`src/rtl/sws_pkg.sv`:
```
`timescale 1ns / 1ps
// ----------------------------------------------------------------------------
// sws_pkg
// Shared constants, types and codes of the sliding window sender.
// ----------------------------------------------------------------------------
package sws_pkg;

   localparam int MAX_WINDOW  = 32;
   localparam int SEQ_BITS    = 20;
   localparam int SLOT_W      = $clog2(MAX_WINDOW);
   localparam int CNT_W       = $clog2(MAX_WINDOW + 1);
   localparam int SUM_W       = SEQ_BITS + 1;
   localparam int WIN_W       = 6;
   localparam int TIMEOUT_W   = 16;
   localparam int TOTAL_W     = 20;
   localparam int TIME_W      = 32;
   localparam int RESEND_W    = 32;
   localparam int CSR_IDX_W   = 2;
   localparam int CSR_DATA_W  = 20;
   localparam int QUEUE_DEPTH = 2;
   localparam int QPTR_W      = $clog2(QUEUE_DEPTH);

   localparam logic [WIN_W-1:0]     WINDOW_RESET  = WIN_W'(10);
   localparam logic [TIMEOUT_W-1:0] TIMEOUT_RESET = TIMEOUT_W'(1500);
   localparam logic [TOTAL_W-1:0]   TOTAL_RESET   = TOTAL_W'(20000);

   typedef enum logic [CSR_IDX_W-1:0] {
      CSR_WINDOW_SIZE    = 2'd0,
      CSR_TIMEOUT_TICKS  = 2'd1,
      CSR_TOTAL_MESSAGES = 2'd2
   } csr_index_type;

   typedef enum logic [1:0] {
      EV_TICK,
      EV_ACK,
      EV_NULL_ACK
   } ev_kind_type;

   typedef struct packed {
      ev_kind_type         kind;
      logic [SEQ_BITS-1:0] ack;
   } event_type;

   typedef struct packed {
      logic [WIN_W-1:0]     window_size;
      logic [TIMEOUT_W-1:0] timeout_ticks;
      logic [TOTAL_W-1:0]   total_messages;
   } cfg_type;

   typedef enum logic [2:0] {
      ST_IDLE,
      ST_READ,
      ST_CHECK,
      ST_SEND,
      ST_RESEND
   } state_type;

endpackage

```
`src/rtl/sws_front.sv`:
```
`timescale 1ns / 1ps
// ----------------------------------------------------------------------------
// sws_front
// Input stage: takes request transactions and tags them as tick, ACK or null ACK.
// ----------------------------------------------------------------------------
module sws_front (
   input  logic                          clock,
   input  logic                          reset,
   input  logic                          req_valid,
   output logic                          req_ready,
   input  logic                          req_action,
   input  logic [sws_pkg::SEQ_BITS-1:0]  req_ack_number,
   output logic                          ev_valid,
   input  logic                          ev_ready,
   output sws_pkg::event_type            ev_data
);

   logic               hold_valid_ff, hold_valid_in;
   sws_pkg::event_type hold_ev_ff, hold_ev_in;
   logic               accept;

   assign req_ready = !hold_valid_ff || ev_ready;
   assign accept    = req_valid && req_ready;
   assign ev_valid  = hold_valid_ff;
   assign ev_data   = hold_ev_ff;

   always_comb begin
      hold_valid_in = hold_valid_ff;
      hold_ev_in    = hold_ev_ff;
      if (accept) begin
         hold_valid_in  = 1'b1;
         hold_ev_in.ack = req_ack_number;
         if (!req_action) begin
            hold_ev_in.kind = sws_pkg::EV_TICK;
         end else if (req_ack_number == '0) begin
            hold_ev_in.kind = sws_pkg::EV_NULL_ACK;
         end else begin
            hold_ev_in.kind = sws_pkg::EV_ACK;
         end
      end else if (ev_ready) begin
         hold_valid_in = 1'b0;
      end
   end

   always_ff @(posedge clock) begin
      if (reset) begin
         hold_valid_ff <= 1'b0;
      end else begin
         hold_valid_ff <= hold_valid_in;
      end
      hold_ev_ff <= hold_ev_in;
   end

endmodule

```
`src/rtl/sws_queue.sv`:
```
`timescale 1ns / 1ps
// ----------------------------------------------------------------------------
// sws_queue
// Short FIFO of classified events between the front and back ends.
// ----------------------------------------------------------------------------
module sws_queue (
   input  logic               clock,
   input  logic               reset,
   input  logic               push_valid,
   output logic               push_ready,
   input  sws_pkg::event_type push_data,
   output logic               pop_valid,
   input  logic               pop_ready,
   output sws_pkg::event_type pop_data
);

   sws_pkg::event_type          slot_ff [sws_pkg::QUEUE_DEPTH];
   logic [sws_pkg::QPTR_W-1:0]  wr_ptr_ff, wr_ptr_in;
   logic [sws_pkg::QPTR_W-1:0]  rd_ptr_ff, rd_ptr_in;
   logic [sws_pkg::QPTR_W:0]    count_ff, count_in;
   logic                        do_push, do_pop;

   assign push_ready = count_ff != (sws_pkg::QPTR_W + 1)'(sws_pkg::QUEUE_DEPTH);
   assign pop_valid  = count_ff != '0;
   assign pop_data   = slot_ff[rd_ptr_ff];
   assign do_push    = push_valid && push_ready;
   assign do_pop     = pop_valid && pop_ready;

   always_comb begin
      wr_ptr_in = do_push ? wr_ptr_ff + 1'b1 : wr_ptr_ff;
      rd_ptr_in = do_pop  ? rd_ptr_ff + 1'b1 : rd_ptr_ff;
      count_in  = count_ff;
      if (do_push && !do_pop) begin
         count_in = count_ff + 1'b1;
      end else if (do_pop && !do_push) begin
         count_in = count_ff - 1'b1;
      end
   end

   always_ff @(posedge clock) begin
      if (reset) begin
         wr_ptr_ff <= '0;
         rd_ptr_ff <= '0;
         count_ff  <= '0;
      end else begin
         wr_ptr_ff <= wr_ptr_in;
         rd_ptr_ff <= rd_ptr_in;
         count_ff  <= count_in;
      end
      if (do_push) begin
         slot_ff[wr_ptr_ff] <= push_data;
      end
   end

endmodule

```
`src/rtl/sws_back.sv`:
```
`timescale 1ns / 1ps
// ----------------------------------------------------------------------------
// sws_back
// Window engine: retires ACKed entries, issues new sends, resends on timeout.
// ----------------------------------------------------------------------------
module sws_back (
   input  logic                            clock,
   input  logic                            reset,
   input  sws_pkg::cfg_type                cfg,
   input  logic                            ev_valid,
   output logic                            ev_ready,
   input  sws_pkg::event_type              ev_data,
   output logic                            rsp_valid,
   input  logic                            rsp_ready,
   output logic [sws_pkg::SEQ_BITS-1:0]    rsp_send_sequence,
   output logic                            rsp_is_resend,
   output logic                            rsp_last_of_run,
   output logic                            rsp_all_acked,
   output logic [sws_pkg::RESEND_W-1:0]    rsp_resend_total
);

   localparam int SEQ_BITS = sws_pkg::SEQ_BITS;
   localparam int CNT_W    = sws_pkg::CNT_W;
   localparam int SLOT_W   = sws_pkg::SLOT_W;
   localparam int SUM_W    = sws_pkg::SUM_W;
   localparam int TIME_W   = sws_pkg::TIME_W;
   localparam int RESEND_W = sws_pkg::RESEND_W;

   sws_pkg::state_type   state_ff, state_in;
   logic [SEQ_BITS-1:0]  next_seq_ff, next_seq_in;
   logic [CNT_W-1:0]     in_flight_ff, in_flight_in;
   logic [SEQ_BITS-1:0]  acked_ff, acked_in;
   logic [SLOT_W-1:0]    oldest_ff, oldest_in;
   logic [TIME_W-1:0]    time_ff, time_in;
   logic [RESEND_W-1:0]  resend_cnt_ff, resend_cnt_in;
   logic                 resend_pend_ff, resend_pend_in;

   logic                 rsp_valid_ff, rsp_valid_in;
   logic [SEQ_BITS-1:0]  rsp_seq_ff, rsp_seq_in;
   logic                 rsp_resend_ff, rsp_resend_in;
   logic                 rsp_last_ff, rsp_last_in;
   logic                 rsp_all_ff, rsp_all_in;
   logic [RESEND_W-1:0]  rsp_total_ff, rsp_total_in;

   // stamp ring
   logic [TIME_W-1:0]    ring [sws_pkg::MAX_WINDOW];
   logic [TIME_W-1:0]    stamp_rd_ff;
   logic                 ring_we;
   logic [SLOT_W-1:0]    ring_waddr;

   logic [CNT_W-1:0]     win;
   logic [SUM_W-1:0]     issued;
   logic [SUM_W-1:0]     total_ext;
   logic [CNT_W-1:0]     in_flight_inc;
   logic                 can_send, can_send_more, all_acked, out_free;
   logic [SEQ_BITS-1:0]  ack_diff;
   logic [CNT_W-1:0]     drop;
   logic [TIME_W-1:0]    waited;
   logic [RESEND_W-1:0]  resend_sat;

   always_comb begin
      win = (cfg.window_size > sws_pkg::WIN_W'(sws_pkg::MAX_WINDOW))
          ? CNT_W'(sws_pkg::MAX_WINDOW) : CNT_W'(cfg.window_size);
      issued        = SUM_W'(acked_ff) + SUM_W'(in_flight_ff);
      total_ext     = SUM_W'(cfg.total_messages);
      in_flight_inc = in_flight_ff + CNT_W'(1);
      can_send      = (in_flight_ff < win) && (issued < total_ext);
      can_send_more = (in_flight_inc < win) && ((issued + SUM_W'(1)) < total_ext);
      all_acked     = SUM_W'(acked_ff) >= total_ext;
      out_free      = !rsp_valid_ff || rsp_ready;
      ack_diff      = ev_data.ack - acked_ff;
      drop = (ack_diff > SEQ_BITS'(in_flight_ff)) ? in_flight_ff : CNT_W'(ack_diff);
      waited        = time_ff - stamp_rd_ff;
      resend_sat    = (resend_cnt_ff == '1) ? resend_cnt_ff : resend_cnt_ff + 1'b1;
   end

   always_comb begin
      state_in       = state_ff;
      next_seq_in    = next_seq_ff;
      in_flight_in   = in_flight_ff;
      acked_in       = acked_ff;
      oldest_in      = oldest_ff;
      time_in        = time_ff;
      resend_cnt_in  = resend_cnt_ff;
      resend_pend_in = resend_pend_ff;
      rsp_valid_in   = rsp_valid_ff && !rsp_ready;
      rsp_seq_in     = rsp_seq_ff;
      rsp_resend_in  = rsp_resend_ff;
      rsp_last_in    = rsp_last_ff;
      rsp_all_in     = rsp_all_ff;
      rsp_total_in   = rsp_total_ff;
      ev_ready       = 1'b0;
      ring_we        = 1'b0;
      ring_waddr     = oldest_ff + SLOT_W'(in_flight_ff);

      case (state_ff)
         sws_pkg::ST_IDLE: begin
            ev_ready = 1'b1;
            if (ev_valid) begin
               state_in = sws_pkg::ST_READ;
               case (ev_data.kind)
                  sws_pkg::EV_TICK: begin
                     time_in = time_ff + 1'b1;
                  end
                  sws_pkg::EV_ACK: begin
                     if (ev_data.ack > acked_ff) begin
                        acked_in     = acked_ff + SEQ_BITS'(drop);
                        in_flight_in = in_flight_ff - drop;
                        oldest_in    = oldest_ff + SLOT_W'(drop);
                     end
                  end
                  default: begin
                  end
               endcase
            end
         end
         sws_pkg::ST_READ: begin
            // stamp of the oldest entry lands in stamp_rd_ff this cycle
            state_in = sws_pkg::ST_CHECK;
         end
         sws_pkg::ST_CHECK: begin
            // a window that is empty now only gets fresh stamps (zero wait)
            if (in_flight_ff != '0) begin
               resend_pend_in = waited >= TIME_W'(cfg.timeout_ticks);
            end else begin
               resend_pend_in = can_send && (cfg.timeout_ticks == '0);
            end
            state_in = sws_pkg::ST_SEND;
         end
         sws_pkg::ST_SEND: begin
            if (!can_send) begin
               state_in = resend_pend_ff ? sws_pkg::ST_RESEND : sws_pkg::ST_IDLE;
            end else if (out_free) begin
               rsp_valid_in  = 1'b1;
               rsp_seq_in    = next_seq_ff;
               rsp_resend_in = 1'b0;
               rsp_last_in   = !can_send_more && !resend_pend_ff;
               rsp_all_in    = all_acked;
               rsp_total_in  = resend_cnt_ff;
               ring_we       = 1'b1;
               in_flight_in  = in_flight_inc;
               next_seq_in   = next_seq_ff + 1'b1;
            end
         end
         sws_pkg::ST_RESEND: begin
            ring_waddr = oldest_ff;
            if (out_free) begin
               rsp_valid_in  = 1'b1;
               rsp_seq_in    = acked_ff + 1'b1;
               rsp_resend_in = 1'b1;
               rsp_last_in   = 1'b1;
               rsp_all_in    = all_acked;
               rsp_total_in  = resend_sat;
               resend_cnt_in = resend_sat;
               ring_we       = 1'b1;
               state_in      = sws_pkg::ST_IDLE;
            end
         end
         default: begin
            state_in = sws_pkg::ST_IDLE;
         end
      endcase
   end

   always_ff @(posedge clock) begin
      if (reset) begin
         state_ff       <= sws_pkg::ST_IDLE;
         next_seq_ff    <= SEQ_BITS'(1);
         in_flight_ff   <= '0;
         acked_ff       <= '0;
         oldest_ff      <= '0;
         time_ff        <= '0;
         resend_cnt_ff  <= '0;
         resend_pend_ff <= 1'b0;
         rsp_valid_ff   <= 1'b0;
      end else begin
         state_ff       <= state_in;
         next_seq_ff    <= next_seq_in;
         in_flight_ff   <= in_flight_in;
         acked_ff       <= acked_in;
         oldest_ff      <= oldest_in;
         time_ff        <= time_in;
         resend_cnt_ff  <= resend_cnt_in;
         resend_pend_ff <= resend_pend_in;
         rsp_valid_ff   <= rsp_valid_in;
      end
      rsp_seq_ff    <= rsp_seq_in;
      rsp_resend_ff <= rsp_resend_in;
      rsp_last_ff   <= rsp_last_in;
      rsp_all_ff    <= rsp_all_in;
      rsp_total_ff  <= rsp_total_in;
   end

   always_ff @(posedge clock) begin
      if (ring_we) begin
         ring[ring_waddr] <= time_ff;
      end
      stamp_rd_ff <= ring[oldest_ff];
   end

   assign rsp_valid         = rsp_valid_ff;
   assign rsp_send_sequence = rsp_seq_ff;
   assign rsp_is_resend     = rsp_resend_ff;
   assign rsp_last_of_run   = rsp_last_ff;
   assign rsp_all_acked     = rsp_all_ff;
   assign rsp_resend_total  = rsp_total_ff;

   // window never holds more than the ring depth
   assert property (@(posedge clock) disable iff (reset)
      in_flight_ff <= CNT_W'(sws_pkg::MAX_WINDOW))
      else $error("in_flight exceeds ring depth");

   // next sequence number always sits just past the ACKed plus in-flight span
   assert property (@(posedge clock) disable iff (reset)
      next_seq_ff == SEQ_BITS'(acked_ff + SEQ_BITS'(in_flight_ff) + SEQ_BITS'(1)))
      else $error("sequence bookkeeping out of step");

   // a resend always closes the run of its event
   assert property (@(posedge clock) disable iff (reset)
      (rsp_valid_ff && rsp_resend_ff) |-> rsp_last_ff)
      else $error("resend not marked last of run");

   // the resend count only moves upward
   assert property (@(posedge clock) disable iff (reset)
      1'b1 |=> (resend_cnt_ff >= $past(resend_cnt_ff)))
      else $error("resend count decreased");

endmodule

```
`src/rtl/sliding_window_sender.sv`:
```
`timescale 1ns / 1ps
// ----------------------------------------------------------------------------
// sliding_window_sender
// Sender side of a sliding-window transfer with cumulative ACKs.
// ----------------------------------------------------------------------------
// Each request transaction is a clock tick (action 0) or a cumulative ACK
// (action 1). The front end registers and tags it and drops it into a
// two-entry queue; the back end engine then retires ACKed entries, issues
// every new sequence number the window and message total allow (one response
// per cycle while the response channel is not stalled), and finally resends
// the oldest entry alone if it has waited at least timeout_ticks. The engine
// steps through its states in order: apply the event, read the stamp ring,
// check the timeout, then send responses until the run ends. Response
// backpressure stalls only the engine; the queue keeps taking requests until
// it fills. The stamp ring needs no clearing pass after reset. CSR writes
// are registered and are meant for quiet periods only.
// ----------------------------------------------------------------------------
module sliding_window_sender (
   input  logic                             clock,
   input  logic                             reset,
   // request channel
   input  logic                             req_valid,
   output logic                             req_ready,
   input  logic                             req_action,
   input  logic [sws_pkg::SEQ_BITS-1:0]     req_ack_number,
   // response channel
   output logic                             rsp_valid,
   input  logic                             rsp_ready,
   output logic [sws_pkg::SEQ_BITS-1:0]     rsp_send_sequence,
   output logic                             rsp_is_resend,
   output logic                             rsp_last_of_run,
   output logic                             rsp_all_acked,
   output logic [sws_pkg::RESEND_W-1:0]     rsp_resend_total,
   // CSR write port
   input  logic                             csr_wr_en,
   input  logic [sws_pkg::CSR_IDX_W-1:0]    csr_index,
   input  logic [sws_pkg::CSR_DATA_W-1:0]   csr_wr_data
);

   sws_pkg::cfg_type   cfg_ff, cfg_in;

   logic               fe_valid, fe_ready;
   sws_pkg::event_type fe_data;
   logic               q_valid, q_ready;
   sws_pkg::event_type q_data;

   // CSR bank: a write to an index past the list is dropped
   always_comb begin
      cfg_in = cfg_ff;
      if (csr_wr_en) begin
         case (csr_index)
            sws_pkg::CSR_WINDOW_SIZE: begin
               cfg_in.window_size = csr_wr_data[sws_pkg::WIN_W-1:0];
            end
            sws_pkg::CSR_TIMEOUT_TICKS: begin
               cfg_in.timeout_ticks = csr_wr_data[sws_pkg::TIMEOUT_W-1:0];
            end
            sws_pkg::CSR_TOTAL_MESSAGES: begin
               cfg_in.total_messages = csr_wr_data[sws_pkg::TOTAL_W-1:0];
            end
            default: begin
            end
         endcase
      end
   end

   always_ff @(posedge clock) begin
      if (reset) begin
         cfg_ff.window_size    <= sws_pkg::WINDOW_RESET;
         cfg_ff.timeout_ticks  <= sws_pkg::TIMEOUT_RESET;
         cfg_ff.total_messages <= sws_pkg::TOTAL_RESET;
      end else begin
         cfg_ff <= cfg_in;
      end
   end

   // front end: take and tag the transaction
   sws_front u_front (
      .clock          (clock),
      .reset          (reset),
      .req_valid      (req_valid),
      .req_ready      (req_ready),
      .req_action     (req_action),
      .req_ack_number (req_ack_number),
      .ev_valid       (fe_valid),
      .ev_ready       (fe_ready),
      .ev_data        (fe_data)
   );

   // decoupling queue
   sws_queue u_queue (
      .clock      (clock),
      .reset      (reset),
      .push_valid (fe_valid),
      .push_ready (fe_ready),
      .push_data  (fe_data),
      .pop_valid  (q_valid),
      .pop_ready  (q_ready),
      .pop_data   (q_data)
   );

   // back end: window bookkeeping and response generation
   sws_back u_back (
      .clock             (clock),
      .reset             (reset),
      .cfg               (cfg_ff),
      .ev_valid          (q_valid),
      .ev_ready          (q_ready),
      .ev_data           (q_data),
      .rsp_valid         (rsp_valid),
      .rsp_ready         (rsp_ready),
      .rsp_send_sequence (rsp_send_sequence),
      .rsp_is_resend     (rsp_is_resend),
      .rsp_last_of_run   (rsp_last_of_run),
      .rsp_all_acked     (rsp_all_acked),
      .rsp_resend_total  (rsp_resend_total)
   );

endmodule
```
`config.mk`:
```
export PLATFORM = sky130hd
export DESIGN_NAME = sliding_window_sender
export DESIGN_NICKNAME = d
export VERILOG_FILES = /design/src/rtl/sws_pkg.sv /design/src/rtl/sws_front.sv /design/src/rtl/sws_queue.sv /design/src/rtl/sws_back.sv /design/src/rtl/sliding_window_sender.sv
export SDC_FILE = /design/constraint.sdc
export NUM_CORES = 2
export LEC_CHECK = 0
export ABC_CLOCK_PERIOD_IN_PS = 6200
export BUFFER_PORTS_ARGS = -buffer_cell sky130_fd_sc_hd__clkbuf_2
export CAP_MARGIN = 20
export CORE_ASPECT_RATIO = 0.6
export CORE_MARGIN = 2
export CORE_UTILIZATION = 40
export CTS_BUF_LIST = sky130_fd_sc_hd__clkbuf_2 sky130_fd_sc_hd__clkbuf_4 sky130_fd_sc_hd__clkbuf_8
export DETAILED_ROUTE_END_ITERATION = 8
export PLACE_DENSITY_LB_ADDON = 0.12
export SYNTH_ARGS = -nofsm -noshare
export SYNTH_HDL_FRONTEND = slang
export SYNTH_SLANG_ARGS = --single-unit
```
`constraint.sdc`:
```
create_clock -name clock -period 6.2 [get_ports clock]
set_input_delay 0.31 -clock clock [delete_from_list [all_inputs] [get_ports clock]]
set_output_delay 0.31 -clock clock [all_outputs]
set_load 0.1 [all_outputs]
```
* After elaboration in Yosys (flattened, before gate mapping)
Memory sizes are Yosys's and may differ from the RTL's. A register that Yosys moved wholly into a read port is not among the register bits.
Index checks and enable logic that the tools add are counted.
** Word-level totals
- Register bits after elaboration :: 244
- Bits in writable memories :: 1068
- Input bits :: 48
- Word-level logic and storage cells :: 160
- Memories kept :: 2
** Operators by class
- Add/subtract/negate cells :: 17
- Magnitude comparators :: 9
- Eq/ne operators :: 16
- Multiplexer cells :: 52
- Reduce and logical (&&, ||, !) cells :: 41
** Memory list
- u_back.ring :: words 32, bits a word 32, read ports 1, clocked after memory_dff 1, write ports 1, line sws_back.sv:46 : logic [TIME_W-1:0] ring [sws_pkg::MAX_WINDOW];
- u_queue.slot_ff :: words 2, bits a word 22, read ports 1, clocked after memory_dff 1, write ports 1, line sws_queue.sv:17 : sws_pkg::event_type slot_ff [sws_pkg::QUEUE_DEPTH];
** Operators by type and width (number)
- $mux 32 :: 4
- $add 32x1->32 const B :: 2
- $pmux 32 s2 :: 1
- $mux 20 :: 3
- $lt 21x20->1 :: 2
- $mux 6 :: 7
- $add 20x1->20 const B :: 2
- $pmux 20 s2 :: 1
- $eq 32x32->1 const B :: 1
- $ge 32x16->1 :: 1
- $sub 32x32->32 :: 1
- $add 20x6->21 :: 1
- $add 21x1->21 const B :: 1
- $mux 1 :: 21
- $add 20x6->20 :: 1
- $ge 20x20->1 :: 1
- $gt 20x20->1 :: 1
- $gt 20x6->1 :: 1
- $logic_not 20->1 :: 1
- $sub 20x20->20 :: 1
- $logic_not 16->1 :: 1
- $pmux 3 s5 :: 1
- $lt 6x6->1 :: 2
- $mux 3 :: 4
- other kinds (29) :: 73

* Depth between registers and ports, before layout
- Depth in word-level cells :: 9
- Gate-level depth with buffers :: 31
- Gate-level depth less buffers :: 27

* By module
From an unflattened synthesis, not the netlist that was laid out.
** Second synthesis, totals
- Cell total of the unflattened synthesis :: 3677
- Area total of the unflattened synthesis :: 58761.4 µm²
** Modules (own cells, without submodules)
- sws_back :: times used 1, cells each 3374, area each 54443.5 µm²
- sws_queue :: times used 1, cells each 92, area each 1801.7 µm²
- sliding_window_sender :: times used 1, cells each 174, area each 1757.9 µm²
- sws_front :: times used 1, cells each 37, area each 758.2 µm²

* Worst setup path before layout
OpenSTA, ideal clock, no wires.
- Path type :: flip-flop to flip-flop
- Start :: reg u_back.in_flight_ff[1]
- End :: mem u_back.ring[12][0], enable pin
- Data arrival time :: 5.595 ns
- Data required time :: 5.779 ns
- Setup slack :: 0.184 ns
- Cell stages (with the launch flop) :: 20
- Buffers on the path :: 0
- Clock period less this slack :: 6.016 ns
- Cell sequence :: dfxtp_1 ha_1 a21o_1 a21o_1 a211o_1 a21oi_2 or4_1 xnor2_1 inv_1 ha_1 and4_1 a31oi_1 o31ai_1 o211ai_1 nand4b_1 nor2_1 inv_1 o22ai_1 nand2_1 nor2_1
** Between the ends
- Longest elaborated chain between the ends :: 7
** RTL lines
- start: declaration :: line sws_back.sv:31 : logic [CNT_W-1:0] in_flight_ff, in_flight_in;
- start signal: assignment :: line sws_back.sv:179 : in_flight_ff <= in_flight_in;
- $add 20x6->21 :: line sws_back.sv:64 : issued = SUM_W'(acked_ff) + SUM_W'(in_flight_ff);
- $lt 21x20->1 :: line sws_back.sv:67 : can_send = (in_flight_ff < win) && (issued < total_ext);
- $logic_and 1x1->1 :: line sws_back.sv:67
- $mux 1 :: line sws_back.sv:131 : if (!can_send) begin
- $pmux 1 s2 :: line sws_back.sv:96 : case (state_ff)
- $mux 1 :: line sws_back.sv:195 : if (ring_we) begin
- $mux 1 (implied by the code) :: line sws_back.sv:196 : ring[ring_waddr] <= time_ff;
- end: declaration :: line sws_back.sv:46
Several ways; a longest one is shown, not always the timed one.

* Final worst setup path
- Start :: reg u_back.acked_ff[0]
- End :: mem u_back.ring[3][30], enable pin
** Between the ends
- Longest elaborated chain between the ends :: 7
** RTL lines
- start: declaration :: line sws_back.sv:32 : logic [SEQ_BITS-1:0] acked_ff, acked_in;
- start signal: assignment :: line sws_back.sv:180 : acked_ff <= acked_in;
- $add 20x6->21 :: line sws_back.sv:64
- $lt 21x20->1 :: line sws_back.sv:67
- $logic_and 1x1->1 :: line sws_back.sv:67
- $mux 1 :: line sws_back.sv:131
- $pmux 1 s2 :: line sws_back.sv:96
- $mux 1 :: line sws_back.sv:195
- $mux 1 (implied by the code) :: line sws_back.sv:196
Every way passes these cells.

==> reports/results.ini <==
[clock_network]
cts_max_level = 4
cts_root_buf = clkbuf_8
cts_max_path_buffers = 3
clk_pin_slew_ps = 80
cts.sinks = 1345
insertion_delay_ps = 920
cts_tree = yes
cts_made_buffers = 196

[global_routing]
grt_pass1_vias = 32600
global_route.usage.total_pct = 21.5
grt_pass1_wl_mm = 232
antenna_found_initial = 5
grt_overflow = 0
grt_max_degree = 145

[placement]
io_buffers = 104
hpwlAfterDp_mm = 100
gp_congestion = 0.880
placed_area_sq_mm = 0.0625

[synth]
synth-seq-cells = 1345
synth_edf_count = 1145
ys_seq_area_share_pct = 66.0
ys_types = 87
yosys_warnings = 0
yosysTopAreaCell = edfxtp_1
synth_top_area_share_pct = 59.1
syn_avg_cell_area_sq_um = 16.0
synth-main-ff-cell = edfxtp_1
synth_commonest_cells = 1145 x edfxtp_1, 320 x mux4_2, 241 x nor2_1
syn-cell-area_sq_mm = 0.0582
synthMostInstantiatedCell = edfxtp_1
synthesis.nets = 3858
synthTopCellsByArea = edfxtp_1 59%, mux4_2 12%, dfxtp_1 6.9%
netlist_instances = 3628
async_flop_share_pct = 0

[min_path]
min-delay-start = req_ack_number[10]
hold_end = u_front.ev_data[10]$_DFFE_PP_
worst_hold_path.num_cells = 2
hold_path.class = in2reg

[die]
core_area_sq_mm = 0.144
die-area_sq_mm = 0.149
die-width_um = 496
ioPinCount = 105
die_y_um = 299
initial_core_util_pct = 40.3
row_count = 108

[timing]
hold_viol = 0
finalCritPeriodShare_pct = 96.8
fin_crit_ps = 6000
relSlewSlack_pct = 28.5
skew_ps = 64.5
finalMaxSlewViolations = 0
tightestPinTransition_ps = 1070
setup_viol = 0
fmax_mhz = 167
holdWs_ps = 177

[routing]
num_vias = 33500
drc = 0
initialDrtViolationCount = 3586
first_pass_iters = 5
ant_nets = 0
viasPerCell = 5.49
wirelength_mm = 160
avgRoutedWirePerCell_um = 26.1

[critical_path]
end_kind = flop
crit_fanout = 15
regToRegEndpoint = u_back.ring[3][30]$_DFFE_PP_
r2r_setup_slack_ps = 200
regToRegStartpoint = u_back.acked_ff[0]$_SDFFE_PP0P_
cp-start-kind = flop
reg2reg_depth = 22
worstPathRequired_ps = 6730
worstSetupPathType = reg2reg
worstPathArrival_ps = 6530

[layout]
area_delta_synth_final_pct = 15.8
design_area_sq_mm = 0.0673
drive_gt1_share_pct = 25.6
nets = 4234

[pwr]
power.density_mw_per_mm2 = 293
ir_drop_v = 0.000155
p_leak_uw = 0.0228

[run]
maxCapViolCount = 0

[run_status]
status = completed

how the worst max path moves through the flow:
stage / startpoint / cells after the start / to / slack (ps)
global route: flop / 23 / u_back.acked_ff[17]$_SDFFE_PP0P_ / -30
floorplan: u_back.in_flight_ff[1]$_SDFFE_PP0P_ / 19 / u_back.ring[12][0]$_DFFE_PP_ / 180
global placement: flop / 23 / u_back.acked_ff[17]$_SDFFE_PP0P_ / 70
finish: u_back.acked_ff[0]$_SDFFE_PP0P_ / 22 / u_back.ring[3][30]$_DFFE_PP_ / 200
detailed placement: flop / 23 / u_back.acked_ff[17]$_SDFFE_PP0P_ / 60
CTS: flop / 23 / u_back.acked_ff[17]$_SDFFE_PP0P_ / 4
through the flow:
step                      worst slack, ps  TNS (ps)  total power, uW  utilization (%)  cells
after floorplan                       184         0            11600                -   3628
after detailed placement             57.2         0            12300             43.2   5669
final                                 199         0            19700             46.6   6105
after global routing                -31.9     -31.9            20500             46.6   6103
after global placement               72.1         0            12300             43.2   5669
after CTS                            3.63         0            19900             46.5   6095
registers in the layout, summed over array words and instances (netlist names), 2 cells and up, named ones only:
signal                    flops
u_back.rsp_send_sequence     20
u_back.time_ff               32
u_back.oldest_ff              5
cfg_ff                       42
u_back.acked_ff              20
u_front.ev_data              22
u_back.state_ff               3
u_back.resend_cnt_ff         32
u_queue.slot_ff              44
u_back.next_seq_ff           20
u_back.ring                1024
u_back.in_flight_ff           6
u_back.stamp_rd_ff           32
u_queue.count_ff              2
u_back.rsp_resend_total      32
worst max-delay path, stage by stage (launching register included):
cell and delay [ps]:
dfxtp_1 570, ha_1 270, a21o_1 130, a21o_1 180
a211o_1 230, a21oi_2 80, or4_1 490, xnor2_1 530
inv_1 160, ha_1 320, and4_1 170, a31oi_1 160
o31ai_1 100, o211ai_1 240, nand4b_1 440, nor2_1 280
buf_4 190, nand2_1 60, o21ai_0 140, nand2_1 120
buf_4 230, nor2_4 160, buf_4 350
layout by cell type, fill, tap and decap left out, types with 87 or more instances in the layout:
cell / n
xnor2_1: 114
dfxtp_1: 193
ha_1: 174
clkbuf_8: 213
nor2_1: 208
inv_1: 129
a21oi_1: 135
buf_4: 129
clkbuf_2: 103
mux4_2: 320
o21ai_0: 87
xor2_1: 92
nand2_1: 224
edfxtp_1: 1145
power by group:
group	internal (uW)	switching, uW
sequential	9890	106
clock	4000	3560
combinational	774	1380
cells by family after synthesis:
| kind of cell | Yosys count | share of synthesized area (%) |
|---|---|---|
| simple gates | 807 | 6.70 |
| xor+xnor | 206 | 3.10 |
| buf+inv | 289 | 1.95 |
| mux | 393 | 13.8 |
| fa+ha+maj | 182 | 4.01 |
| compound gates | 406 | 4.43 |
| flops | 1345 | 66.0 |
layout make-up:
type	instances	area (sq um)
Inverter	135	507
Tap cell	1925	2410
Sequential cell	1345	38400
Fill cell	12400	77100
Multi-Input combinational cell	1994	18900
Timing Repair Buffer	332	2900
Clock inverter	72	617
Antenna cell	6	15.0
Clock buffer	296	3550
routing by layer:
| layer | wire, um | part of all wire (%) | track usage (%) |
|---|---|---|---|
| met5 | 15 | 0.0094 | 0 |
| met4 | 3010 | 1.9 | 5.51 |
| met3 | 12700 | 8.0 | 4.78 |
| met2 | 60400 | 38 | 26.6 |
| met1 | 83400 | 52 | 36.9 |
timing repair:
action / in CTS / in global routing
setup buffers: 0 / 2
endpoints found under the hold margin: 100 / 0
hold buffers: 58 / 0
setup endpoints to repair: 0 / 13
gates resized for setup: 0 / 6
(Power assumes the default switching activity.)
